--- config.mk ---
export PLATFORM = sky130hd
export DESIGN_NAME = fdl_div
export DESIGN_NICKNAME = d
export VERILOG_FILES = /design/src/design/fdl_pkg.sv /design/src/design/fdl_div.sv
export SDC_FILE = /design/constraint.sdc
export NUM_CORES = 1
export LEC_CHECK = 0
export BUFFER_PORTS_ARGS = -buffer_cell sky130_fd_sc_hd__buf_4
export CAP_MARGIN = 5
export CORE_MARGIN = 8
export CORE_UTILIZATION = 50
export CTS_CLUSTER_SIZE = 28
export DETAILED_ROUTE_END_ITERATION = 7
export MAX_ROUTING_LAYER = met4
export PLACE_DENSITY = 0.77
export SKIP_LAST_GASP = 1
export SLEW_MARGIN = 20
export SYNTH_ARGS = -nofsm -noshare
export SYNTH_HDL_FRONTEND = slang
export SYNTH_SLANG_ARGS = --single-unit
--- constraint.sdc ---
create_clock -name clk -period 3.6 [get_ports clk]
set_input_delay 0.72 -clock clk [delete_from_list [all_inputs] [get_ports clk]]
set_output_delay 0.72 -clock clk [all_outputs]
set_load 0.01 [all_outputs]
--- src/design/fdl_pkg.sv ---
`default_nettype none
package fdl_pkg;

  localparam int unsigned DEPTH_DEF = 131072;
  localparam int unsigned SAMPLE_BITS_DEF = 24;

  localparam int unsigned RATE_W = 17;
  localparam int unsigned MS_W = 11;
  localparam int unsigned FB_W = 15;
  localparam int unsigned MIX_W = 16;
  localparam int unsigned ADDR_W = 4;
  localparam int unsigned DATA_W = 32;

  localparam logic [RATE_W-1:0] RATE_RST = 17'd48000;
  localparam logic [MS_W-1:0] MS_RST = 11'd500;
  localparam logic [FB_W-1:0] FB_RST = 15'd13107;
  localparam logic [MIX_W-1:0] MIX_RST = 16'd16384;

  // divider sized for rate*ms in Q.16
  localparam int unsigned DIV_NUM_W = RATE_W + MS_W + 16;
  localparam int unsigned DIV_DEN_W = 12;
  localparam int unsigned MS_PER_S = 1000;
  localparam int unsigned RAMP_DIV = 20;
  localparam int unsigned RAMP_MAX = 4095;
  localparam int unsigned MIX_ONE = 32768;
  localparam int unsigned RND_HALF = 16384;

  typedef enum logic [1:0] {
    REG_RATE = 2'd0,
    REG_MS   = 2'd1,
    REG_FB   = 2'd2,
    REG_MIX  = 2'd3
  } reg_idx_t;

  typedef struct packed {
    logic busy;
    logic done;
  } div_stat_t;

endpackage
`default_nettype wire

--- src/design/fdl_div.sv ---
`default_nettype none
module fdl_div #(
  parameter int unsigned NUM_W = fdl_pkg::DIV_NUM_W,
  parameter int unsigned DEN_W = fdl_pkg::DIV_DEN_W
) (
  input  logic                clk,
  input  logic                rst_n,
  input  logic                start,
  input  logic [NUM_W-1:0]    num,
  input  logic [DEN_W-1:0]    den,
  output logic [NUM_W-1:0]    quo,
  output fdl_pkg::div_stat_t  stat
);
  import fdl_pkg::*;

  localparam int unsigned CNT_W = $clog2(NUM_W + 1);
  localparam logic [CNT_W-1:0] CNT_LAST = CNT_W'(NUM_W - 1);

  logic [NUM_W-1:0] num_r;
  logic [DEN_W-1:0] rem_r;
  logic [DEN_W-1:0] den_r;
  logic [CNT_W-1:0] cnt_r;
  logic             busy_r;
  logic             done_r;
  logic [DEN_W:0]   rem_sh;
  logic [DEN_W:0]   rem_sub;
  logic             qbit;

  // one restoring step: shift in the next dividend bit, subtract if it fits
  always_comb begin
    rem_sh  = {rem_r, num_r[NUM_W-1]};
    qbit    = (rem_sh >= {1'b0, den_r});
    rem_sub = rem_sh - {1'b0, den_r};
  end

  always_ff @(posedge clk) begin
    if (!rst_n) begin
      busy_r <= 1'b0;
      done_r <= 1'b0;
      cnt_r  <= '0;
    end else begin
      done_r <= 1'b0;
      if (start) begin
        num_r  <= num;
        den_r  <= den;
        rem_r  <= '0;
        cnt_r  <= '0;
        busy_r <= 1'b1;
      end else if (busy_r) begin
        num_r <= {num_r[NUM_W-2:0], qbit};
        rem_r <= qbit ? rem_sub[DEN_W-1:0] : rem_sh[DEN_W-1:0];
        cnt_r <= cnt_r + 1'b1;
        if (cnt_r == CNT_LAST) begin
          busy_r <= 1'b0;
          done_r <= 1'b1;
        end
      end
    end
  end

  assign quo       = num_r;
  assign stat.busy = busy_r;
  assign stat.done = done_r;

endmodule
`default_nettype wire

* Yosys cells after proc, flatten, opt, wreduce, memory -nomap -nowiden *
Index checks and enable logic that the tools add are counted.

cells by class
  reductions and logical operators = 5
  muxes and demuxes = 8
  bitwise gates (word level) = 2
  $add $sub $neg = 2
  order comparisons = 1
  equality and inequality tests = 1

operators by type and width
  operator                                                        number
  44-bit two-way mux                                              2
  12-bit two-way mux                                              2
  13-bit by 12-bit >= comparator with 1-bit output                1
  12-bit subtractor                                               1
  6-bit by 1-bit adder with 6-bit output (second input constant)  1
  6-bit == test (second input constant)                           1
  1-bit two-way mux                                               4
  2-bit AND reduction                                             2
  3-bit OR reduction                                              1
  1-bit inverter                                                  2
  2-bit nonzero test                                              1
  2-bit OR reduction                                              1

storage, ports and cells
  logic and storage cells = 25
  register bits = 76
  output and inout bits = 46
  bits of input ports = 59

* Logic depth before layout (Yosys ltp) *
Gate-level depths: netlist of the first run.

  depth after elaboration = 4
  mapped depth = 9
  mapped depth without buffers = 9

* Worst setup path before layout of the first run *
OpenSTA, ideal clock, no wires.

  kind = input to register
  from = in start
  to = reg num_r[0] (netlist: quo[0]) (enable)
  cell stages on the path = 3
  buffers on the path = 2
  setup slack = 0.587 ns
  library setup time = 0.418 ns
  arrival time = 2.595 ns
  cells stage by stage = clkbuf_1 -> clkbuf_1 -> o21a_1

between the ends
  cells in the longest elaborated chain, start to end = 2

ends and longest elaborated chain
  what                           RTL line       text
  from (decl)                    fdl_div.sv:8   input logic start,
  2-bit nonzero test (no line)   n/a
  2-bit AND reduction (no line)  n/a
  to (signal assigned)           fdl_div.sv:44  num_r <= num;
  to (signal assigned)           fdl_div.sv:50  num_r <= {num_r[NUM_W-2:0], qbit};
  to (decl)                      fdl_div.sv:19  logic [NUM_W-1:0] num_r;

No other way between the ends.
A chain may end at the register's enable or synchronous reset.

* Worst setup path in the final report of the first run *
  from = reg rem_r[8]
  to = reg rem_r[0], data pin

between the ends
  cells in the longest elaborated chain, start to end = 3

ends and longest elaborated chain
  what                                              RTL line       text
  from (decl)                                       fdl_div.sv:20  logic [DEN_W-1:0] rem_r;
  from (signal assigned)                            fdl_div.sv:51  rem_r <= qbit ? rem_sub[DEN_W-1:0] : rem_sh[DEN_W-1:0];
  13-bit by 12-bit >= comparator with 1-bit output  fdl_div.sv:32  qbit = (rem_sh >= {1'b0, den_r});
  12-bit two-way mux                                fdl_div.sv:51
  12-bit two-way mux                                fdl_div.sv:49  end else if (busy_r) begin

No other way between the ends. The select of a mux whose other input is x is not followed.

==> results.json, run 1 <==
{
  "ioPinCount": 105,
  "rows": 31,
  "p_leak_nw": 1.978,
  "grt_pass1_wl_mm": 13.64,
  "post_cts_resized": 0,
  "status": "finished clean",
  "crit_path_max_fanout": 10,
  "die_area_um2": 10460,
  "synth.top_cells.by_count": "edfxtp_1 (68), mux2_2 (44), nor2_1 (16)",
  "synth_area_leaders": "edfxtp_1 (55%), mux2_2 (13%), ha_1 (4.4%)",
  "syn_inst": 272,
  "yosysTopAreaCell": "edfxtp_1",
  "h-tree-depth": 3,
  "skew_ns": 0.01095,
  "async_reset_ff_share_pct": 0,
  "cp.required_ns": 3.77,
  "wl_per_cell_um": 17.62,
  "area_growth_pct": 28.76,
  "post_cts_buffers": 0,
  "clkSinkCount": 76,
  "drc": 0,
  "power_mw": 2.175,
  "firstDrtPassIters": 4,
  "period_share_pct": 77.43,
  "critPathLaunchType": "flip-flop",
  "cts_buffers": 9,
  "slowest_stage": "or4_1",
  "die_w_um": 102.3,
  "grt_pass1_vias": 2808,
  "start_util_pct": 51.56,
  "drt-initial-drc-count": 144,
  "ir_drop_mv": 0.2668,
  "drive_gt1_share_pct": 44.79,
  "yosysMostFrequentCell": "edfxtp_1",
  "min_period_ns": 2.787,
  "max_clock_freq_ghz": 0.3588,
  "clock_latency_ns": 0.35,
  "rsz0062_at_grt": "no",
  "dp_cells": 467,
  "path_clk_slew_ns": 0.08,
  "cts_hold_buf": 0,
  "cts-root-to-sink-buffers": 2,
  "seqPwrFrac_pct": 49.3,
  "worstHoldPathCells": 2,
  "critPathCaptureType": "flip-flop",
  "die_y_um": 102.3,
  "path_class": "reg2reg",
  "hpwl_mm": 6.227,
  "nets": 452,
  "setup_viol": 0,
  "grt_max_degree": 58,
  "min_path_type": "reg2reg",
  "yosysSeqAreaShare_pct": 59.20,
  "yosys_register_bits": 76,
  "arrival_ns": 2.96,
  "finalMaxSlewViolations": 0,
  "finalHoldViolCount": 0,
  "vias": 2553,
  "max_stage_delay_ns": 0.74,
  "final_cells": 483,
  "synth_top_area_share_pct": 54.89,
  "syn-num-nets": 345,
  "pwr-share-comb_pct": 20.2,
  "grt_use_total_pct": 17.82,
  "syn_avg_cell_area_um2": 13.68,
  "gr-total-overflow": 0,
  "p_int_mw": 1.595,
  "coreArea_um2": 7214,
  "path_buf_inv": 0,
  "max_cap_viol_count": 0,
  "cts_tree": "yes",
  "finalSetupTns_ns": 0,
  "ant_nets": 0,
  "synth-edff-count": 68,
  "grt_antenna_before_repair": 0,
  "io_buffers": 104,
  "syn-cell-area_um2": 3720,
  "ys_types": 47,
  "rr_worst_depth": 7,
  "gp_congestion": 0.8970,
  "p_switching_uw": 580.6,
  "pwr-share-clk_pct": 30.5,
  "slew-limit-headroom_pct": 50.49,
  "diodes": 0,
  "path_cells": "ha_1 -> and3_1 -> a221oi_2 -> o21ai_1 -> or4_1 -> and2_0 -> a211oi_1",
  "drt-vias-per-instance": 5.286,
  "root_buffer": "clkbuf_8",
  "swShare_pct": 26.69,
  "ys.flop_type": "edfxtp_1",
  "tightest_slew_ns": 0.7426,
  "yosysWarnings": 0,
  "wl_mm": 8.510,
  "cp_num_cells": 7,
  "cp_top_family": "simple AND/OR/NAND/NOR gates",
  "p_per_area_nw_per_um2": 454.1
}
layer usage:
layer / vias to the layer above / part of all wire, % / GRT usage, %
met5: - / 0 / -
met4: 0 / 1.1 / 5.305
met3: 10 / 8.0 / 8.583
met2: 80 / 48 / 27.64
met1: 1231 / 43 / 19.92
li1: 1232 / - / -
power groups by stage:
stage	clock, mW	combinational (mW)	sequential, mW
after floorplan	0	0.272	1.10
after global placement	0	0.430	1.09
after detailed placement	0	0.442	1.09
after CTS	0.679	0.444	1.07
after global routing	0.715	0.484	1.08
final	0.663	0.440	1.07
stage by stage:
step	hold WS [ns]	util (%)	area, um^2	setup WS (ns)
finish	0.5185	66.39	4790	0.8126
global route	0.5135	66.39	4790	0.6837
CTS	0.5216	66.39	4790	0.7970
detailed placement	0.5079	63.65	4592	0.8293
global placement	0.4688	63.65	4592	0.9071
floorplan	0.4582	-	3720	0.5867
kinds of logic (layout without fill, tap and decap cells):
| logic type | after synthesis | count (layout) | share of synthesized area, % |
|---|---|---|---|
| compound gates | 40 | 40 | 7.400 |
| simple gates | 52 | 52 | 7.199 |
| flops | 76 | 76 | 59.20 |
| fa+ha+maj | 14 | 14 | 4.911 |
| mux | 51 | 51 | 15.20 |
| xor+xnor | 13 | 13 | 3.061 |
| buf+inv | 26 | 138 | 3.027 |
worst paths after layout:
kind / start / endpoint / slack, ns
setup / recovery: rem_r[8] / rem_r[0] / 0.81
hold / removal: cnt_r[5] / cnt_r[5] / 0.52
setup reg to reg: rem_r[8] / rem_r[0] / 0.81
hold reg to reg: cnt_r[5] / cnt_r[5] / 0.52
tightest hold or removal path, cell delays in order (launching register included):
cell and delay (ns):
dfxtp_1 0.34, o21ai_0 0.08, a21oi_1 0.06
sequential cells by signal, summed over array words and instances, names as in the netlist:
signal,count
rem_r,12
quo,44
busy_r,1
done_r,1
cnt_r,6
den_r,12
placed cells by master, fill, tap and decap left out, types with 2 or more instances in the layout:
master / n
a2111oi_0: 2
a211oi_1: 3
a21o_1: 5
a21oi_1: 9
a31oi_1: 2
and2_0: 2
buf_4: 107
clkbuf_8: 9
clkinv_4: 2
dfxtp_1: 8
edfxtp_1: 68
ha_1: 13
inv_1: 15
inv_6: 2
mux2_2: 44
mux2i_1: 7
nand2_1: 11
nand3_1: 2
nand3b_1: 4
nand4_1: 2
nor2_1: 16
nor3_1: 3
o21a_1: 3
o21ai_0: 7
xnor2_1: 8
xor2_1: 5
area by class of cell:
class / count / area, um^2
multi-input cells: 170 / 1406
well taps: 99 / 123.9
fillers: 574 / 2425
inverters: 15 / 56.30
flip-flops and latches: 76 / 2202
clock inverters: 6 / 70.07
clock buffers: 10 / 127.6
repair buffers: 107 / 803.3
No activity file was read; power rests on OpenSTA's default activity.
==> run 2: changes to the inputs <==
--- a/config.mk
+++ b/config.mk
@@ -8,11 +8,11 @@
 export BUFFER_PORTS_ARGS = -buffer_cell sky130_fd_sc_hd__buf_4
 export CAP_MARGIN = 5
 export CORE_MARGIN = 8
-export CORE_UTILIZATION = 50
+export CORE_UTILIZATION = 47
 export CTS_CLUSTER_SIZE = 28
 export DETAILED_ROUTE_END_ITERATION = 7
 export MAX_ROUTING_LAYER = met4
-export PLACE_DENSITY = 0.77
+export PLACE_DENSITY = 0.76
 export SKIP_LAST_GASP = 1
 export SLEW_MARGIN = 20
 export SYNTH_ARGS = -nofsm -noshare
==> constraint.sdc (replaced) <==
create_clock -name clk -period 2.5 [get_ports clk]
set_input_delay 0.5 -clock clk [delete_from_list [all_inputs] [get_ports clk]]
set_output_delay 0.5 -clock clk [all_outputs]
set_load 0.01 [all_outputs]
==> results.json, run 2 (same netlist as run 1, synthesis figures left out) <==
{
  "status": "finished clean",
  "grt_pass1_wl_mm": 14.28,
  "grt_antenna_before_repair": 0,
  "min_period_ns": 2.454,
  "h-tree-depth": 3,
  "nets": 464,
  "area_growth_pct": 34.11,
  "cp.required_ns": 2.69,
  "rr_worst_depth": 8,
  "gr-total-overflow": 0,
  "start_util_pct": 48.39,
  "multi_input_area_um2": 1494,
  "p_leak_nw": 2.036,
  "crit_path_max_fanout": 6,
  "ir_drop_mv": 0.4201,
  "finalHoldViolCount": 0,
  "ff2ff_setup_slack_ns": 0.05,
  "vias": 2645,
  "placed_area_um2": 4688,
  "die_w_um": 105.0,
  "critPathCaptureType": "flip-flop",
  "rsz0062_at_grt": "yes",
  "die_y_um": 105.0,
  "reg2reg_from": "rem_r[5]",
  "drt-vias-per-instance": 5.311,
  "die_area_um2": 11020,
  "mostFrequentLayoutCells": "buf_4 (115), edfxtp_1 (68), mux2_2 (44)",
  "firstDrtPassIters": 4,
  "pre_cts_ws_ns": -0.03863,
  "critPathLaunchType": "flip-flop",
  "final_cells": 498,
  "power_mw": 3.191,
  "diodes": 0,
  "grt_pass1_vias": 2920,
  "min_to": "den_r[2]",
  "arrival_ns": 2.65,
  "gp_congestion": 0.8482,
  "register_area_um2": 2202,
  "drc": 0,
  "cts-root-to-sink-buffers": 2,
  "rr_endpoint": "rem_r[0]",
  "path_clk_slew_ns": 0.08,
  "setup_viol": 0,
  "p_per_area_nw_per_um2": 639.7,
  "max_cap_viol_count": 0,
  "tightest_slew_ns": 0.5249,
  "final_common_cell": "buf_4",
  "worstHoldPathCells": 1,
  "skew_ns": 0.006101,
  "min_path_type": "in2reg",
  "finalMaxSlewViolations": 0,
  "grt_use_total_pct": 16.82,
  "slew-limit-headroom_pct": 64.97,
  "period_share_pct": 98.17,
  "ant_nets": 0,
  "max_clock_freq_ghz": 0.4074,
  "grt_max_degree": 50,
  "rows": 32,
  "io_buffers": 104,
  "cts_tree": "yes",
  "setup_ws_ns": 0.04567,
  "hp-start": "den[2]",
  "clkSinkCount": 76,
  "largest_reg_flops": 44,
  "hpwl_mm": 6.490,
  "fin_area_um2": 4989,
  "drive_gt1_share_pct": 50.00,
  "num-fill-cells": 616,
  "ioPinCount": 105,
  "root_buffer": "clkbuf_8",
  "cts_buffers": 9,
  "drt-initial-drc-count": 100,
  "clock_latency_ns": 0.34,
  "finalSetupTns_ns": 0,
  "dp_cells": 479,
  "path_class": "reg2reg",
  "wl_per_cell_um": 18.09,
  "wl_mm": 9.009,
  "coreArea_um2": 7687,
  "cts_hold_buf": 0
}
run 2: cell types whose count changed in the layout (fill, tap and decap cells not counted), moves of 3 or more:
cell     change
buf_4        +8
a21oi_1      -3
ha_1         -3
a21oi_2      +3
run 2: where the power goes:
part / internal [mW] / switching (mW) / leakage, nW
clock: 0.452 / 0.457 / 0.0911
sequential: 1.50 / 0.0483 / 0.714
combinational: 0.388 / 0.348 / 1.23
run 2: routing by layer:
metal | global-route usage, % | vias up | part of all wire [%]
met2 | 26.70 | 102 | 48
met5 | - | - | 0
met4 | 7.136 | 0 | 1.5
li1 | - | 1250 | -
met3 | 5.651 | 12 | 8.7
met1 | 19.05 | 1281 | 42
run 2: worst max path at each step:
stage	startpoint	endpoint	slack (ns)
after CTS	rem_r[8]	rem_r[5]	0.01
after floorplan	rem_r[8]	rem_r[10]	0.08
after detailed placement	rem_r[7]	rem_r[1]	-0.04
final	rem_r[5]	rem_r[0]	0.05
after global placement	rem_r[7]	rem_r[1]	0.01
after global routing	rem_r[7]	rem_r[11]	-0.04
run 2: layout make-up:
| type | count | area share [%] |
|---|---|---|
| clock buffers | 10 | 2.558 |
| clock inverters | 6 | 1.104 |
| inverters | 15 | 1.129 |
| multi-input cells | 170 | 29.95 |
| flip-flops and latches | 76 | 44.14 |
| well taps | 102 | 2.558 |
| repair buffers | 119 | 18.56 |
run 2: what timing repair did:
action | in CTS | in global routing
gates cloned | 0 | 0
endpoints found under the setup margin | 10 | 13
pin swaps | 1 | 3
setup buffers | 1 | 2
resized for setup | 3 | 17
run 2: worst max-delay path, cell delays in order (launching register included):
cell	delay, ns
edfxtp_1	0.41
ha_1	0.32
a21o_1	0.18
a221oi_2	0.27
o21ai_2	0.10
or4_4	0.51
buf_6	0.16
and2_0	0.16
a211oi_2	0.19
run 2: through the flow:
step / util [%] / hold WS [ns]
2_1_floorplan: - / 0.4582
3_3_place_gp: 60.99 / 0.4680
3_5_place_dp: 60.99 / 0.5206
4_1_cts: 63.72 / 0.3079
5_1_grt: 64.89 / 0.3005
6_report: 64.89 / 0.3253
==> run 3: changes to the inputs <==
--- a/config.mk
+++ b/config.mk
@@ -7,12 +7,13 @@
 export LEC_CHECK = 0
 export BUFFER_PORTS_ARGS = -buffer_cell sky130_fd_sc_hd__buf_4
 export CAP_MARGIN = 5
+export CORE_ASPECT_RATIO = 0.9
 export CORE_MARGIN = 8
 export CORE_UTILIZATION = 47
 export CTS_CLUSTER_SIZE = 28
 export DETAILED_ROUTE_END_ITERATION = 7
 export MAX_ROUTING_LAYER = met4
-export PLACE_DENSITY = 0.76
+export PLACE_DENSITY = 0.82
 export SKIP_LAST_GASP = 1
 export SLEW_MARGIN = 20
 export SYNTH_ARGS = -nofsm -noshare
==> results.json, run 3 (same netlist as run 1, synthesis figures left out) <==
{
  "max_stage_delay_ns": 0.49,
  "finalSetupTns_ns": 0,
  "wl_per_cell_um": 18.48,
  "rows": 30,
  "seqPwrFrac_pct": 48.9,
  "top_layer_used": "met4",
  "drt-initial-drc-count": 133,
  "grt_pass1_wl_mm": 14.11,
  "cts_buffers": 9,
  "cp_top_family": "simple AND/OR/NAND/NOR gates",
  "rsz0062_at_grt": "yes",
  "tightest_slew_ns": 0.5408,
  "p_int_mw": 2.325,
  "wl_mm": 9.094,
  "cts-root-to-sink-buffers": 2,
  "start_util_pct": 48.82,
  "arrival_ns": 2.57,
  "drt-vias-per-instance": 5.323,
  "die_area_um2": 11020,
  "met3_length_um": 356,
  "clock_latency_ns": 0.34,
  "mostFrequentLayoutCells": "buf_4 (118), edfxtp_1 (68), mux2_2 (44)",
  "slowest_stage": "or4_4",
  "p_leak_nw": 2.028,
  "crit_path_max_fanout": 7,
  "num-fill-cells": 594,
  "critPathCaptureType": "flip-flop",
  "grt_max_degree": 33,
  "final_cells": 492,
  "final_common_cell": "buf_4",
  "min_period_ns": 2.489,
  "path_class": "reg2reg",
  "area_growth_pct": 32.80,
  "coreArea_um2": 7620,
  "ioPinCount": 105,
  "nets": 464,
  "firstDrtPassIters": 4,
  "die_y_um": 100.4,
  "drt-met1-wl_mm": 3.822,
  "cts_tree": "yes",
  "finalHoldViolCount": 0,
  "largest_reg_flops": 44,
  "hpwl_mm": 6.526,
  "p_switching_uw": 842.0,
  "slew-limit-headroom_pct": 63.91,
  "register_area_um2": 2202,
  "pre_cts_ws_ns": -0.02661,
  "die_w_um": 109.8,
  "path_cells": "ha_1 -> buf_4 -> a221oi_4 -> o21ai_2 -> or4_4 -> buf_6 -> or2b_1 -> o21ai_0",
  "drc": 0,
  "setup_ws_ns": 0.01115,
  "drive_gt1_share_pct": 48.74,
  "path_clk_slew_ns": 0.08,
  "h-tree-depth": 3,
  "ant_nets": 0,
  "gp_congestion": 0.8724,
  "whs_ns": 0.3312,
  "multi_input_area_um2": 1481,
  "finalMaxSlewViolations": 0,
  "max_cap_viol_count": 0,
  "clkSinkCount": 76,
  "dr_wl_met2_mm": 4.768,
  "status": "finished clean",
  "period_share_pct": 99.55,
  "dp_cells": 475,
  "grt_pass1_vias": 2862,
  "min_path_type": "in2reg",
  "path_buf_inv": 2,
  "skew_ns": 0.009435,
  "setup_viol": 0,
  "swShare_pct": 26.59,
  "p_per_area_nw_per_um2": 641.1,
  "max_clock_freq_ghz": 0.4018,
  "pwr-share-clk_pct": 28.4,
  "vias": 2619,
  "power_mw": 3.167,
  "diodes": 0,
  "io_buffers": 104,
  "pwr-share-comb_pct": 22.8,
  "gr-total-overflow": 0,
  "grt_antenna_before_repair": 0,
  "cp.required_ns": 2.59,
  "root_buffer": "clkbuf_8",
  "ir_drop_mv": 0.3287,
  "critPathLaunchType": "flip-flop",
  "grt_use_total_pct": 17.10
}
==> run 3: cell counts in the layout (fill, tap and decap cells not counted) <==
Identical to the previous run, type by type.
==> run 3: path summary, 6_finish.rpt <==
path / start / end / slack [ns] / cells past startpoint
hold / removal: den[8] / den_r[8] / 0.33 / 1
setup / recovery: rem_r[8] / rem_r[9] / 0.01 / 8
setup reg to reg: rem_r[8] / rem_r[9] / 0.01 / 8
hold reg to reg: cnt_r[5] / cnt_r[5] / 0.54 / 2
==> run 3: power groups by stage <==
| stage | Sequential, mW | Clock (mW) | Combinational (mW) |
|---|---|---|---|
| 2_1_floorplan | 1.58 | 0 | 0.392 |
| 3_3_place_gp | 1.57 | 0 | 0.651 |
| 3_5_place_dp | 1.57 | 0 | 0.670 |
| 4_1_cts | 1.55 | 0.917 | 0.682 |
| 5_1_grt | 1.56 | 0.961 | 0.783 |
| 6_report | 1.55 | 0.899 | 0.721 |
==> run 3: cell type report <==
type | instances | share of cell area [%]
multi-input combinational | 170 | 29.99
inverter | 15 | 1.140
clock inverter | 6 | 1.114
timing repair buffer | 119 | 18.16
tap | 96 | 2.432
clock buffer | 10 | 2.584
sequential | 76 | 44.58
==> run 3: metal layers <==
layer  GRT usage (%)  up-vias
met5               -        -
met4           5.394        0
met3           4.164       10
met2           27.99       77
met1           20.25     1277
li1                -     1255
==> run 3: what timing repair did <==
| action | in CTS | in global routing |
|---|---|---|
| setup buffers | 0 | 1 |
| setup endpoints to repair | 8 | 13 |
| pin swaps | 0 | 5 |
| cloned | 0 | 0 |
| gates resized for setup | 2 | 12 |
| hold buffers | 0 | 0 |
==> run 3: metrics by stage <==
stage	util (%)	cell area, um^2
floorplan	-	3721
CTS	63.91	4870
global placement	61.30	4671
finish	64.83	4940
global route	64.83	4940
detailed placement	61.30	4671
==> run 3: worst register-to-register path, delay by kind of cell, from the launching register on <==
kind,cells,cell delay (ns)
simple gates,2,0.67
fa+ha+maj,1,0.33
flops,1,0.41
buf+inv,2,0.33
compound gates,3,0.50
